--- config.mk ---
export PLATFORM = sky130hd
export DESIGN_NAME = mpk_div
export DESIGN_NICKNAME = d
export VERILOG_FILES = /design/src/rtl/mpk_pkg.sv /design/src/rtl/mpk_div.sv
export SDC_FILE = /design/constraint.sdc
export NUM_CORES = 1
export LEC_CHECK = 0
export ABC_AREA = 1
export ABC_CLOCK_PERIOD_IN_PS = 3980
export BUFFER_PORTS_ARGS = -buffer_cell sky130_fd_sc_hd__buf_4
export CAP_MARGIN = 20
export CELL_PAD_IN_SITES_DETAIL_PLACEMENT = 2
export CELL_PAD_IN_SITES_GLOBAL_PLACEMENT = 2
export CORE_MARGIN = 2
export CORE_UTILIZATION = 30
export DETAILED_ROUTE_END_ITERATION = 12
export GPL_TIMING_DRIVEN = 0
export PLACE_DENSITY_LB_ADDON = 0.05
export SYNTH_ARGS = -nofsm -noshare
export SYNTH_HDL_FRONTEND = slang
export SYNTH_SLANG_ARGS = --single-unit
--- constraint.sdc ---
create_clock -name clock -period 3.98 [get_ports clock]
set_input_delay 0.398 -clock clock [delete_from_list [all_inputs] [get_ports clock]]
set_output_delay 0.398 -clock clock [all_outputs]
set_load 0.005 [all_outputs]
--- src/rtl/mpk_pkg.sv ---
// ----------------------------------------------------------------------------
// mpk_pkg
// Shared types, constants and saturating arithmetic for the multipole kick.
// ----------------------------------------------------------------------------
package mpk_pkg;

   localparam int VW = 48;             // value width, Q16.32
   localparam int FRAC = 32;           // fraction bits
   localparam int PW = 2 * VW;         // exact product width
   localparam int HW = VW / 2;         // multiplier slice width
   localparam int LW = 47;             // element length width

   localparam logic [VW-1:0] VMAX = {1'b0, {(VW-1){1'b1}}};
   localparam logic [VW-1:0] VMIN = {1'b1, {(VW-1){1'b0}}};

   typedef logic signed [VW-1:0] value_type;

   typedef struct packed {
      value_type n;
      value_type s;
   } coef_pair_type;

   typedef enum logic [1:0] {
      CSR_ORDER  = 2'd0,
      CSR_LENGTH = 2'd1,
      CSR_HBEND  = 2'd2,
      CSR_VBEND  = 2'd3
   } csr_index_type;

   localparam logic OP_WRITE = 1'b0;
   localparam logic OP_KICK  = 1'b1;

   typedef enum logic [1:0] {
      MUL_IDLE,
      MUL_LO,
      MUL_HI,
      MUL_DONE
   } mul_phase_type;

   typedef enum logic [5:0] {
      ST_IDLE, ST_LOAD,
      ST_H_M1, ST_H_M2, ST_H_M3, ST_H_M4, ST_H_ADD1, ST_H_ADD2,
      ST_F_KX, ST_F_KY,
      ST_C_B1, ST_C_A1,
      ST_C_HXM, ST_C_HXD, ST_C_HYM, ST_C_HYD,
      ST_C_TXM1, ST_C_TXM2, ST_C_TXA, ST_C_TXB, ST_C_TXC,
      ST_C_TYM1, ST_C_TYM2, ST_C_TYA, ST_C_TYB, ST_C_TYC,
      ST_S_D, ST_S_M1, ST_S_M2, ST_S_M3,
      ST_OUT
   } state_type;

   function automatic value_type sadd(value_type a, value_type b);
      logic signed [VW:0] sum;
      sum = {a[VW-1], a} + {b[VW-1], b};
      if (sum[VW] != sum[VW-1]) begin
         return sum[VW] ? value_type'(VMIN) : value_type'(VMAX);
      end
      return sum[VW-1:0];
   endfunction

   function automatic value_type ssub(value_type a, value_type b);
      logic signed [VW:0] dif;
      dif = {a[VW-1], a} - {b[VW-1], b};
      if (dif[VW] != dif[VW-1]) begin
         return dif[VW] ? value_type'(VMIN) : value_type'(VMAX);
      end
      return dif[VW-1:0];
   endfunction

   function automatic value_type sneg(value_type a);
      if (a == value_type'(VMIN)) begin
         return value_type'(VMAX);
      end
      return -a;
   endfunction

   function automatic logic [VW-1:0] mag(value_type a);
      return a[VW-1] ? (~a + 1'b1) : a;
   endfunction

   // Apply sign to a magnitude and saturate; big marks a magnitude >= 2^(VW-1).
   function automatic value_type sfinish(logic neg, logic big, logic [VW-1:0] q);
      if (neg) begin
         return big ? value_type'(VMIN) : value_type'(~q + 1'b1);
      end
      return big ? value_type'(VMAX) : value_type'(q);
   endfunction

endpackage

--- src/rtl/mpk_div.sv ---
// ----------------------------------------------------------------------------
// mpk_div
// Restoring divider, one quotient bit per cycle: exact product over length,
// truncated toward zero, saturated.
// ----------------------------------------------------------------------------
module mpk_div (
   input  logic                   clock,
   input  logic                   reset,
   input  logic                   go,
   input  logic [mpk_pkg::PW-1:0] dividend,
   input  logic                   neg,
   input  logic [mpk_pkg::LW-1:0] divisor,
   output logic                   done,
   output mpk_pkg::value_type     res
);

   localparam int CW = $clog2(mpk_pkg::PW);

   logic [mpk_pkg::PW-1:0] dvd_ff;
   logic [mpk_pkg::VW-1:0] rem_ff, dvs_ff, q_ff;
   logic                   over_ff, neg_ff, busy_ff, done_ff;
   logic [CW-1:0]          cnt_ff;
   logic [mpk_pkg::VW:0]   rem2;
   logic                   ge;

   assign rem2 = {rem_ff, dvd_ff[mpk_pkg::PW-1]};
   assign ge   = (rem2 >= {1'b0, dvs_ff});

   always_ff @(posedge clock) begin
      if (reset) begin
         busy_ff <= 1'b0;
         done_ff <= 1'b0;
      end else begin
         done_ff <= busy_ff && (cnt_ff == '0);
         if (go && !busy_ff) begin
            busy_ff <= 1'b1;
         end else if (busy_ff && cnt_ff == '0) begin
            busy_ff <= 1'b0;
         end
      end
   end

   always_ff @(posedge clock) begin
      if (go && !busy_ff) begin
         dvd_ff  <= dividend;
         dvs_ff  <= {1'b0, divisor};
         neg_ff  <= neg;
         rem_ff  <= '0;
         q_ff    <= '0;
         over_ff <= 1'b0;
         cnt_ff  <= CW'(mpk_pkg::PW - 1);
      end else if (busy_ff) begin
         rem_ff  <= ge ? mpk_pkg::VW'(rem2 - {1'b0, dvs_ff}) : rem2[mpk_pkg::VW-1:0];
         q_ff    <= {q_ff[mpk_pkg::VW-2:0], ge};
         over_ff <= over_ff | q_ff[mpk_pkg::VW-1];
         dvd_ff  <= {dvd_ff[mpk_pkg::PW-2:0], 1'b0};
         cnt_ff  <= cnt_ff - 1'b1;
      end
   end

   assign done = done_ff;
   assign res  = mpk_pkg::sfinish(neg_ff, over_ff | q_ff[mpk_pkg::VW-1], q_ff);

endmodule

==> metrics.txt <==
vias per inst 4.68; Fmax 298 MHz; Routed WL per cell 17.9 µm; Post-synth top cells 925 x nand2_1, 342 x inv_1, 168 x nor2_1; crit-path cells clkbuf_1 -> inv_1 -> clkbuf_1 -> buf_1 -> nor2_1 -> xor2_1 -> buf_4; max-cap check violation count 0; maximum vdd drop roughly 0.36 mV; Slew HR 38.4%; synthesis-stage register bit count 250; Inserted Clock Buffers 31; met2 WL 29.8 mm; vias in the first global route around 17,000; DP Wirelength 46.0 mm; Leakage 9.96 nW; clock slew at reported path FFs 0.06 ns; setup_tns 0 ns; syn nets ~2,400; nets 2,715; DR top layer met5; global router's overall resource usage around 22%; first-pass GRT wire length approximately 90 mm; max-slew violations 0; Final Critical Period around 3.4 ns; Power, Total ~0.011 W; DIE AREA approximately 53,000 µm²; Comb power frac a little over two fifths; most used cell, CP clkbuf_1; num rows between 80 and 90; share of layout cells above drive strength 1 11.5%; # fillers between 6,000 and 7,000; Distinct cells, synth 42; core area a little over 50,000 µm²; Synth Instances between 2,000 and 2,500; Switching Share between 40% and 50%; die width 231 µm; Worst Tran Pin Value approximately 0.9 ns; Worst Hold Class primary input to register; Die Y-Extent 231 µm; total wire length around 58 mm; EDFF count, synth between 100 and 150; # DRC 0; # IOs ~200; number of setup violations in the final report 0; Synth warnings 0; final hold viol count 0; P&R area growth vs syn 25.5%; Worst-Skew Late Latency around 0.61 ns; Slowest-stage cell, CP buf_1; via count around 15,000; Met3 Wirelength approximately 1.9 mm; Clock Power Share between 20% and 30%; NetSw about 0.0046 W; top_reg_cell synth edfxtp_1; final core utilization 37.9%; Crit. End Element output pin; Syn Std Cell Area 15,400 µm²; Async SR Flop Fraction 0%; Critical Path Fanout Max 10; root buf cell clkbuf_16; worst path required time roughly 3.6 ns; pwr/cell area between 500 and 600 nW/µm²; Layout Skew 0.0246 ns; DRT iter0 DRCs about 480; largest net degree at the start of global routing 65; critical path class register to output pin; CTS tree done; quantity of I/O buffers inserted on ports around 200; Internal approximately 0.0067 W; Crit path arrival time between 2 and 3 ns; initial antenna violation count 9; drt pass-1 iters 4; RSZ-0062 raised after global routing false; Antenna Violating Nets Remaining 0; Crit path max-delay family buffers and inverters; Seq/Total Area, Yosys 41.8%; Synth area leaders edfxtp_1 28%, nand2_1 22%, dfxtp_1 14%; status finished clean; placer congestion estimate about 0.86; Worst setup SP type register; GRT overflow 0; # clock sinks 250; Clock Path Buffers 3; cell taking the most area after synthesis edfxtp_1; slowest stage delay, CP roughly 0.50 ns; count leader, synth nand2_1; Starting Density between 30% and 40%; mean post-synth cell area approximately 6.9 µm²; total number of H-tree levels 1; Final period util between 80% and 90%; Worst R2R Setup Slack approximately 0.92 ns; register share of total power roughly 30%; WP buf/inv 5; wl on met1 24.6 mm; top cell type's share of synthesized area 28.0%
[stage by stage]
step | instance area (µm²) | cells | hold slack (ns) | worst slack [ns]
after floorplan | 15400 | 2238 | 0.445 | 0.0136
after global placement | 17700 | 3113 | 0.462 | -1.89
after detailed placement | 17800 | 3115 | 0.471 | 0.893
after CTS | 19400 | 3222 | 0.00254 | 0.561
after global routing | 19400 | 3224 | 0.0627 | 0.344
final | 19400 | 3226 | 0.0524 | 0.629
[worst min-delay path, stage by stage]
cell	delay, ns
buf_4	0.09
o21ai_0	0.06
o21ai_0	0.07
[repair_timing]
item                      in CTS  in global routing
hold endpoints to repair      50                  0
buffers inserted               0                  0
hold buffers                  49                  0
gates resized for setup        0                  0
[power groups by stage]
stage	Clock (W)	Sequential [W]	Combinational, W
after global placement	0	0.00342	0.00485
final	0.00298	0.00337	0.00497
after detailed placement	0	0.00342	0.00499
after CTS	0.00308	0.00338	0.00507
after floorplan	0	0.00336	0.00318
after global routing	0.00318	0.00342	0.00565
[registers in the layout (all words and copies together) (netlist names)]
signal / count
neg_ff: 1
over_ff: 1
busy_ff: 1
dvs_ff: 47
rem_ff: 48
done: 1
dvd_ff: 96
q_ff: 48
cnt_ff: 7
[final timing paths]
kind	startpoint	to	depth (start not counted)
worst max register to register	dvs_ff[33]	rem_ff[44]	12
worst max-delay path	neg_ff	res[5]	7
worst min register to register	rem_ff[13]	rem_ff[13]	2
worst min-delay path	go	cnt_ff[0]	3
[cell families (layout without fill, tap and decap cells)]
kind of cell | Yosys count | after routing | share of synthesized area (%)
other cells | 0 | 4 | 0
buf+inv | 430 | 734 | 10.6
flops | 250 | 250 | 41.8
compound gates | 131 | 131 | 4.93
xor+xnor | 67 | 67 | 3.80
simple gates | 1309 | 1309 | 34.7
fa+ha+maj | 51 | 51 | 4.18
[metal layers]
| metal | up-vias | GRT usage [%] |
|---|---|---|
| li1 | 7558 | - |
| met1 | 7324 | 25.8 |
| met2 | 151 | 40.8 |
| met3 | 69 | 3.71 |
| met4 | 10 | 4.70 |
| met5 | - | 0 |
[cells in the final DEF (no fill, tap or decap), types with 32 or more instances in the layout]
master / netlist / layout
nand2_1: 925 / 925
nand3_1: 106 / 106
xor2_1: 45 / 45
dfxtp_1: 106 / 106
edfxtp_1: 144 / 144
a21oi_1: 41 / 41
inv_1: 342 / 342
dlygate4sd3_1: 0 / 49
clkbuf_1: 47 / 46
buf_4: 0 / 195
nand4_1: 56 / 56
nor2_1: 168 / 168
clkbuf_16: 0 / 32
ha_1: 50 / 50
o22ai_1: 46 / 46
[area by class of cell]
| class | instances | area [µm²] | area share [%] |
|---|---|---|---|
| antenna | 4 | 10.0 | 0.0517 |
| tap | 680 | 851 | 4.39 |
| clock inverter | 18 | 180 | 0.930 |
| multi-input combinational | 1558 | 7350 | 37.9 |
| timing repair buffer | 246 | 1990 | 10.3 |
| buffer | 67 | 287 | 1.48 |
| inverter | 363 | 1360 | 7.03 |
| sequential | 250 | 6450 | 33.3 |
| clock buffer | 40 | 901 | 4.65 |
(Power assumes the default switching activity.)
