**config.mk**
```make
export PLATFORM = sky130hd
export DESIGN_NAME = mpk_cell
export DESIGN_NICKNAME = d
export VERILOG_FILES = /design/src/rtl/mpk_pkg.sv /design/src/rtl/mpk_cell.sv
export SDC_FILE = /design/constraint.sdc
export NUM_CORES = 1
export LEC_CHECK = 0
export BUFFER_PORTS_ARGS = -buffer_cell sky130_fd_sc_hd__buf_2
export CORE_AREA = 2 2 153 155
export DETAILED_ROUTE_END_ITERATION = 8
export DIE_AREA = 0 0 155 157
export PLACE_DENSITY_LB_ADDON = 0.1
export SYNTH_ARGS = -nofsm -noshare
export SYNTH_HDL_FRONTEND = slang
export SYNTH_SLANG_ARGS = --single-unit
```
**constraint.sdc**
```tcl
create_clock -name clock -period 9.67 [get_ports clock]
set_clock_uncertainty 0.05 [all_clocks]
set_input_delay 0.4835 -clock clock [delete_from_list [all_inputs] [get_ports clock]]
set_output_delay 0.4835 -clock clock [all_outputs]
set_load 0.1 [all_outputs]
```
**src/rtl/mpk_pkg.sv**
```systemverilog
// ----------------------------------------------------------------------------
// mpk_pkg
// Shared types, constants and saturating arithmetic for the multipole kick.
// ----------------------------------------------------------------------------
package mpk_pkg;

   localparam int VW = 48;             // value width, Q16.32
   localparam int FRAC = 32;           // fraction bits
   localparam int PW = 2 * VW;         // exact product width
   localparam int HW = VW / 2;         // multiplier slice width
   localparam int LW = 47;             // element length width

   localparam logic [VW-1:0] VMAX = {1'b0, {(VW-1){1'b1}}};
   localparam logic [VW-1:0] VMIN = {1'b1, {(VW-1){1'b0}}};

   typedef logic signed [VW-1:0] value_type;

   typedef struct packed {
      value_type n;
      value_type s;
   } coef_pair_type;

   typedef enum logic [1:0] {
      CSR_ORDER  = 2'd0,
      CSR_LENGTH = 2'd1,
      CSR_HBEND  = 2'd2,
      CSR_VBEND  = 2'd3
   } csr_index_type;

   localparam logic OP_WRITE = 1'b0;
   localparam logic OP_KICK  = 1'b1;

   typedef enum logic [1:0] {
      MUL_IDLE,
      MUL_LO,
      MUL_HI,
      MUL_DONE
   } mul_phase_type;

   typedef enum logic [5:0] {
      ST_IDLE, ST_LOAD,
      ST_H_M1, ST_H_M2, ST_H_M3, ST_H_M4, ST_H_ADD1, ST_H_ADD2,
      ST_F_KX, ST_F_KY,
      ST_C_B1, ST_C_A1,
      ST_C_HXM, ST_C_HXD, ST_C_HYM, ST_C_HYD,
      ST_C_TXM1, ST_C_TXM2, ST_C_TXA, ST_C_TXB, ST_C_TXC,
      ST_C_TYM1, ST_C_TYM2, ST_C_TYA, ST_C_TYB, ST_C_TYC,
      ST_S_D, ST_S_M1, ST_S_M2, ST_S_M3,
      ST_OUT
   } state_type;

   function automatic value_type sadd(value_type a, value_type b);
      logic signed [VW:0] sum;
      sum = {a[VW-1], a} + {b[VW-1], b};
      if (sum[VW] != sum[VW-1]) begin
         return sum[VW] ? value_type'(VMIN) : value_type'(VMAX);
      end
      return sum[VW-1:0];
   endfunction

   function automatic value_type ssub(value_type a, value_type b);
      logic signed [VW:0] dif;
      dif = {a[VW-1], a} - {b[VW-1], b};
      if (dif[VW] != dif[VW-1]) begin
         return dif[VW] ? value_type'(VMIN) : value_type'(VMAX);
      end
      return dif[VW-1:0];
   endfunction

   function automatic value_type sneg(value_type a);
      if (a == value_type'(VMIN)) begin
         return value_type'(VMAX);
      end
      return -a;
   endfunction

   function automatic logic [VW-1:0] mag(value_type a);
      return a[VW-1] ? (~a + 1'b1) : a;
   endfunction

   // Apply sign to a magnitude and saturate; big marks a magnitude >= 2^(VW-1).
   function automatic value_type sfinish(logic neg, logic big, logic [VW-1:0] q);
      if (neg) begin
         return big ? value_type'(VMIN) : value_type'(~q + 1'b1);
      end
      return big ? value_type'(VMAX) : value_type'(q);
   endfunction

endpackage

```
**src/rtl/mpk_cell.sv**
```systemverilog
// ----------------------------------------------------------------------------
// mpk_cell
// One coefficient cell: stores a normal/skew pair and a travel copy that
// moves one cell up per Horner step.
// ----------------------------------------------------------------------------
module mpk_cell (
   input  logic                  clock,
   input  logic                  wr_en,
   input  mpk_pkg::coef_pair_type wr_pair,
   input  logic                  load,
   input  logic                  shift,
   input  mpk_pkg::coef_pair_type travel_prev,
   output mpk_pkg::coef_pair_type stored,
   output mpk_pkg::coef_pair_type travel
);

   mpk_pkg::coef_pair_type stored_ff;
   mpk_pkg::coef_pair_type travel_ff;

   always_ff @(posedge clock) begin
      if (wr_en) begin
         stored_ff <= wr_pair;
      end
      if (load) begin
         travel_ff <= stored_ff;
      end else if (shift) begin
         travel_ff <= travel_prev;
      end
   end

   assign stored = stored_ff;
   assign travel = travel_ff;

endmodule

```
==> impl_table.tex <==
\begin{tabular}{lr}
\hline
Metric & Value \\
\hline
\multicolumn{2}{l}{\textbf{Run status}} \\
\quad Run status & finished, final reports clean \\
\multicolumn{2}{l}{\textbf{Global routing}} \\
\quad Number of antenna violations at the first check in global routing & 3 \\
\quad Wire length of the first global-routing pass & 27920 um \\
\quad GRT Total Usage & 0.1553 \\
\quad Leftover overflow at the end of global routing & 0 \\
\quad Via count of the first global-routing pass & $\sim$4700 \\
\quad Largest net degree at the start of global routing & 61 \\
\multicolumn{2}{l}{\textbf{Cells and area}} \\
\quad Layout net count & 894 \\
\quad Fraction of layout instances using a drive strength above 1 & 0.7257 \\
\quad Area grow syn2layout & 40.55\% \\
\multicolumn{2}{l}{\textbf{Detailed routing}} \\
\quad Remaining routing DRC violations & 0 \\
\quad Drt pass-1 iters & 4 \\
\quad Count of vias placed by the detailed router & 4375 \\
\quad Avg WL per Cell & 19.18 um \\
\quad Routed Wire Length & 19180 um \\
\quad Number of routed nets with antenna violations & 0 \\
\quad Average via count per standard cell & around 4.4 \\
\quad Initial DRC count & 223 \\
\multicolumn{2}{l}{\textbf{STA}} \\
\quad Transition time of the tightest slew-check pin & 0.9170 ns \\
\quad Final setup violation count & 0 \\
\quad Final-report max-slew violation count & 0 \\
\quad Final critical-path share of the clock period & 0.2618 \\
\quad Slew HR & 0.3886 \\
\quad RSZ-0062 raised after global routing & false \\
\quad Final critical delay including setup and external delays & between 2 and 3 ns \\
\quad Setup TNS Final & 0 ns \\
\quad Final hold violations & 0 \\
\quad Fmax & 395.0 MHz \\
\multicolumn{2}{l}{\textbf{Logic synthesis}} \\
\quad Synth area leader & edfxtp\_1 \\
\quad Cell with the most instances after synthesis & edfxtp\_1 \\
\quad Cell area after synthesis & 0.007048 mm\^{}2 \\
\quad Synth top area share & 0.8180 \\
\quad Mean instance size in the synthesized netlist & 23.49 um\^{}2 \\
\quad Synth top cells by count & 192 x edfxtp\_1, 67 x mux2\_2, 29 x mux2\_4 \\
\quad Cell types with the largest area share after synthesis & edfxtp\_1 82\%, mux2\_2 11\%, mux2\_4 6.2\% \\
\quad Cells after Synth & 300 \\
\quad Post-synthesis sequential area ratio & 0.8180 \\
\quad Synth warn & 0 \\
\quad Post-synthesis register bit count & between 150 and 200 \\
\quad Number of distinct standard cells referenced by the synthesized netlist & 6 \\
\quad Post-synth top flop & edfxtp\_1 \\
\quad Number of enable flip-flop cells after synthesis & 192 \\
\quad Fraction of synthesis flops using an asynchronous set or reset pin & 0 \\
\quad Synthesized netlist net count & $\sim$500 \\
\multicolumn{2}{l}{\textbf{Clock tree}} \\
\quad Clock buffers created by TritonCTS & 17 \\
\quad Buffer count from post-CTS setup fixing & 0 \\
\quad CTS tree & built \\
\quad Cell chosen for the clock root & clkbuf\_16 \\
\quad H-tree levels & 4 \\
\quad Number of sinks handled by clock tree synthesis & 192 \\
\quad Post\_cts resized & 0 \\
\quad Clock Pin Slew Worst Setup and Hold Paths & 0.07 ns \\
\quad Clock latency at the later pin of the worst-skew pair & roughly 0.42 ns \\
\quad CTS Hold Bufs & 0 \\
\quad Clock Tree Buf Depth & 2 \\
\multicolumn{2}{l}{\textbf{Critical path}} \\
\quad Depth of the most critical reg-to-reg path & 1 \\
\quad Reg2reg end & travel[47] \\
\quad Critical setup path kind & input port to flop \\
\quad Worst path required time & about 9.7 ns \\
\quad Category of the worst setup path launch point & input port \\
\quad Crit Path Max Fanout & 53 \\
\quad Arrival @ worst endpoint & 2.52 ns \\
\quad Crit. End Element & flop \\
\quad Worst reg2reg path startpoint & stored[47] \\
\quad Setup slack on the worst flop-to-flop path & 8.66 ns \\
\multicolumn{2}{l}{\textbf{Die}} \\
\quad Starting utilization of the core area & 0.3132 \\
\quad I/O pin count & 388 \\
\quad Site Rows & 55 \\
\quad Die area & 0.02434 mm\^{}2 \\
\quad Die span in y & 157 um \\
\quad Die X & 155 um \\
\quad Area of the core region & approximately 0.023 mm\^{}2 \\
\multicolumn{2}{l}{\textbf{Power}} \\
\quad Leak Pwr & between 4 and 5 nW \\
\quad Sequential share of power & 0.413 \\
\quad Proportion of power drawn by the clock network & 0.295 \\
\quad Part of the power in combinational logic & 0.293 \\
\quad Switching part of the total power & 0.3854 \\
\quad Net switching power figure & 0.9614 mW \\
\quad Cell internal power dissipation & roughly 1.5 mW \\
\quad Worst IR drop on VDD & 0.0001032 V \\
\quad Total power density per cell area & roughly 250 mW/mm\^{}2 \\
\quad Overall power of the completed layout & about 2.5 mW \\
\multicolumn{2}{l}{\textbf{Job}} \\
\quad Count of maximum capacitance violations & 0 \\
\multicolumn{2}{l}{\textbf{Worst hold path}} \\
\quad Class of the worst hold path & input port to flop \\
\quad WHS Path Cells & 1 \\
\quad Source of the worst hold timing path & wr\_pair[6] \\
\quad Endpoint, Worst Hold & stored[6] \\
\multicolumn{2}{l}{\textbf{Placed design}} \\
\quad Routability congestion estimate & 0.7580 \\
\quad Number of I/O port buffers & between 300 and 400 \\
\quad Half-perimeter wire length after placement & around 14000 um \\
\hline
\end{tabular}
-- registers in the layout, summed over array words and instances, names as in the netlist --
name / cells
stored: 96
travel: 96
-- layout make-up --
type                    instances  area, um^2
clock inverters                12       173.9
diodes                          4       10.01
well taps                     285       356.6
flip-flops and latches        192        5766
clock buffers                  20       436.7
repair buffers                390        1964
multi-input cells              97        1199
fillers                      2090       12600
-- stage by stage --
step                  util  cells  instance area (um^2)  setup WS, ns  hold slack, ns
global placement    0.4126    964                  9285         6.685          0.5048
CTS                 0.4398    996                  9896         7.112          0.1514
global route        0.4399    997                  9898         7.013          0.1466
detailed placement  0.4126    964                  9285         6.651          0.5059
finish              0.4402   1000                  9906         7.138          0.1801
floorplan                -    300                  7048         6.148          0.5324
-- power by group through the flow --
stage               combinational [mW]  sequential (mW)  clock (mW)
CTS                              0.735             1.03       0.758
global route                     0.749             1.04       0.792
finish                           0.730             1.03       0.735
global placement                 0.733             1.05           0
floorplan                       0.0591             1.59           0
detailed placement               0.734             1.05           0
-- logic make-up (layout without fill, tap and decap cells) --
kind of cell / count (synthesis) / in the layout / synth area share
flip-flops: 192 / 192 / 0.8180
multiplexers: 96 / 96 / 0.1688
buffers and inverters: 11 / 422 / 0.01225
AND/OR/NAND/NOR: 1 / 1 / 0.0008882
other: 0 / 4 / 0
-- how the worst max path moves through the flow --
stage / slack, ns / to / startpoint / cells after the start
after floorplan: 6.15 / travel[0] / load / 4
after global placement: 6.68 / travel[64] / load / 3
after detailed placement: 6.65 / travel[71] / load / 3
after CTS: 7.11 / travel[94] / load / 3
after global routing: 7.01 / travel[94] / load / 3
final: 7.14 / travel[94] / load / 3
-- critical path: stages --
cell	delay [ns]
buf_4	0.50
or2_4	0.66
buf_4	0.71
-- cells in the final DEF, fill, tap and decap left out --
cell type / n
buf_2: 385
edfxtp_1: 192
mux2_2: 67
mux2_4: 29
clkbuf_16: 17
buf_4: 5
diode_2: 4
bufinv_16: 3
inv_8: 3
clkbuf_1: 3
clkinvlp_4: 2
inv_6: 2
clkinv_4: 2
or2_4: 1
-- per-layer routing --
metal	wire length [um]	GRT usage	vias up
met3	2162	0.06993	16
met2	9918	0.2713	250
li1	-	-	1999
met5	0	0	-
met1	6849	0.1703	2110
met4	247	0.04630	0
Power figures use the tool's default switching activity.
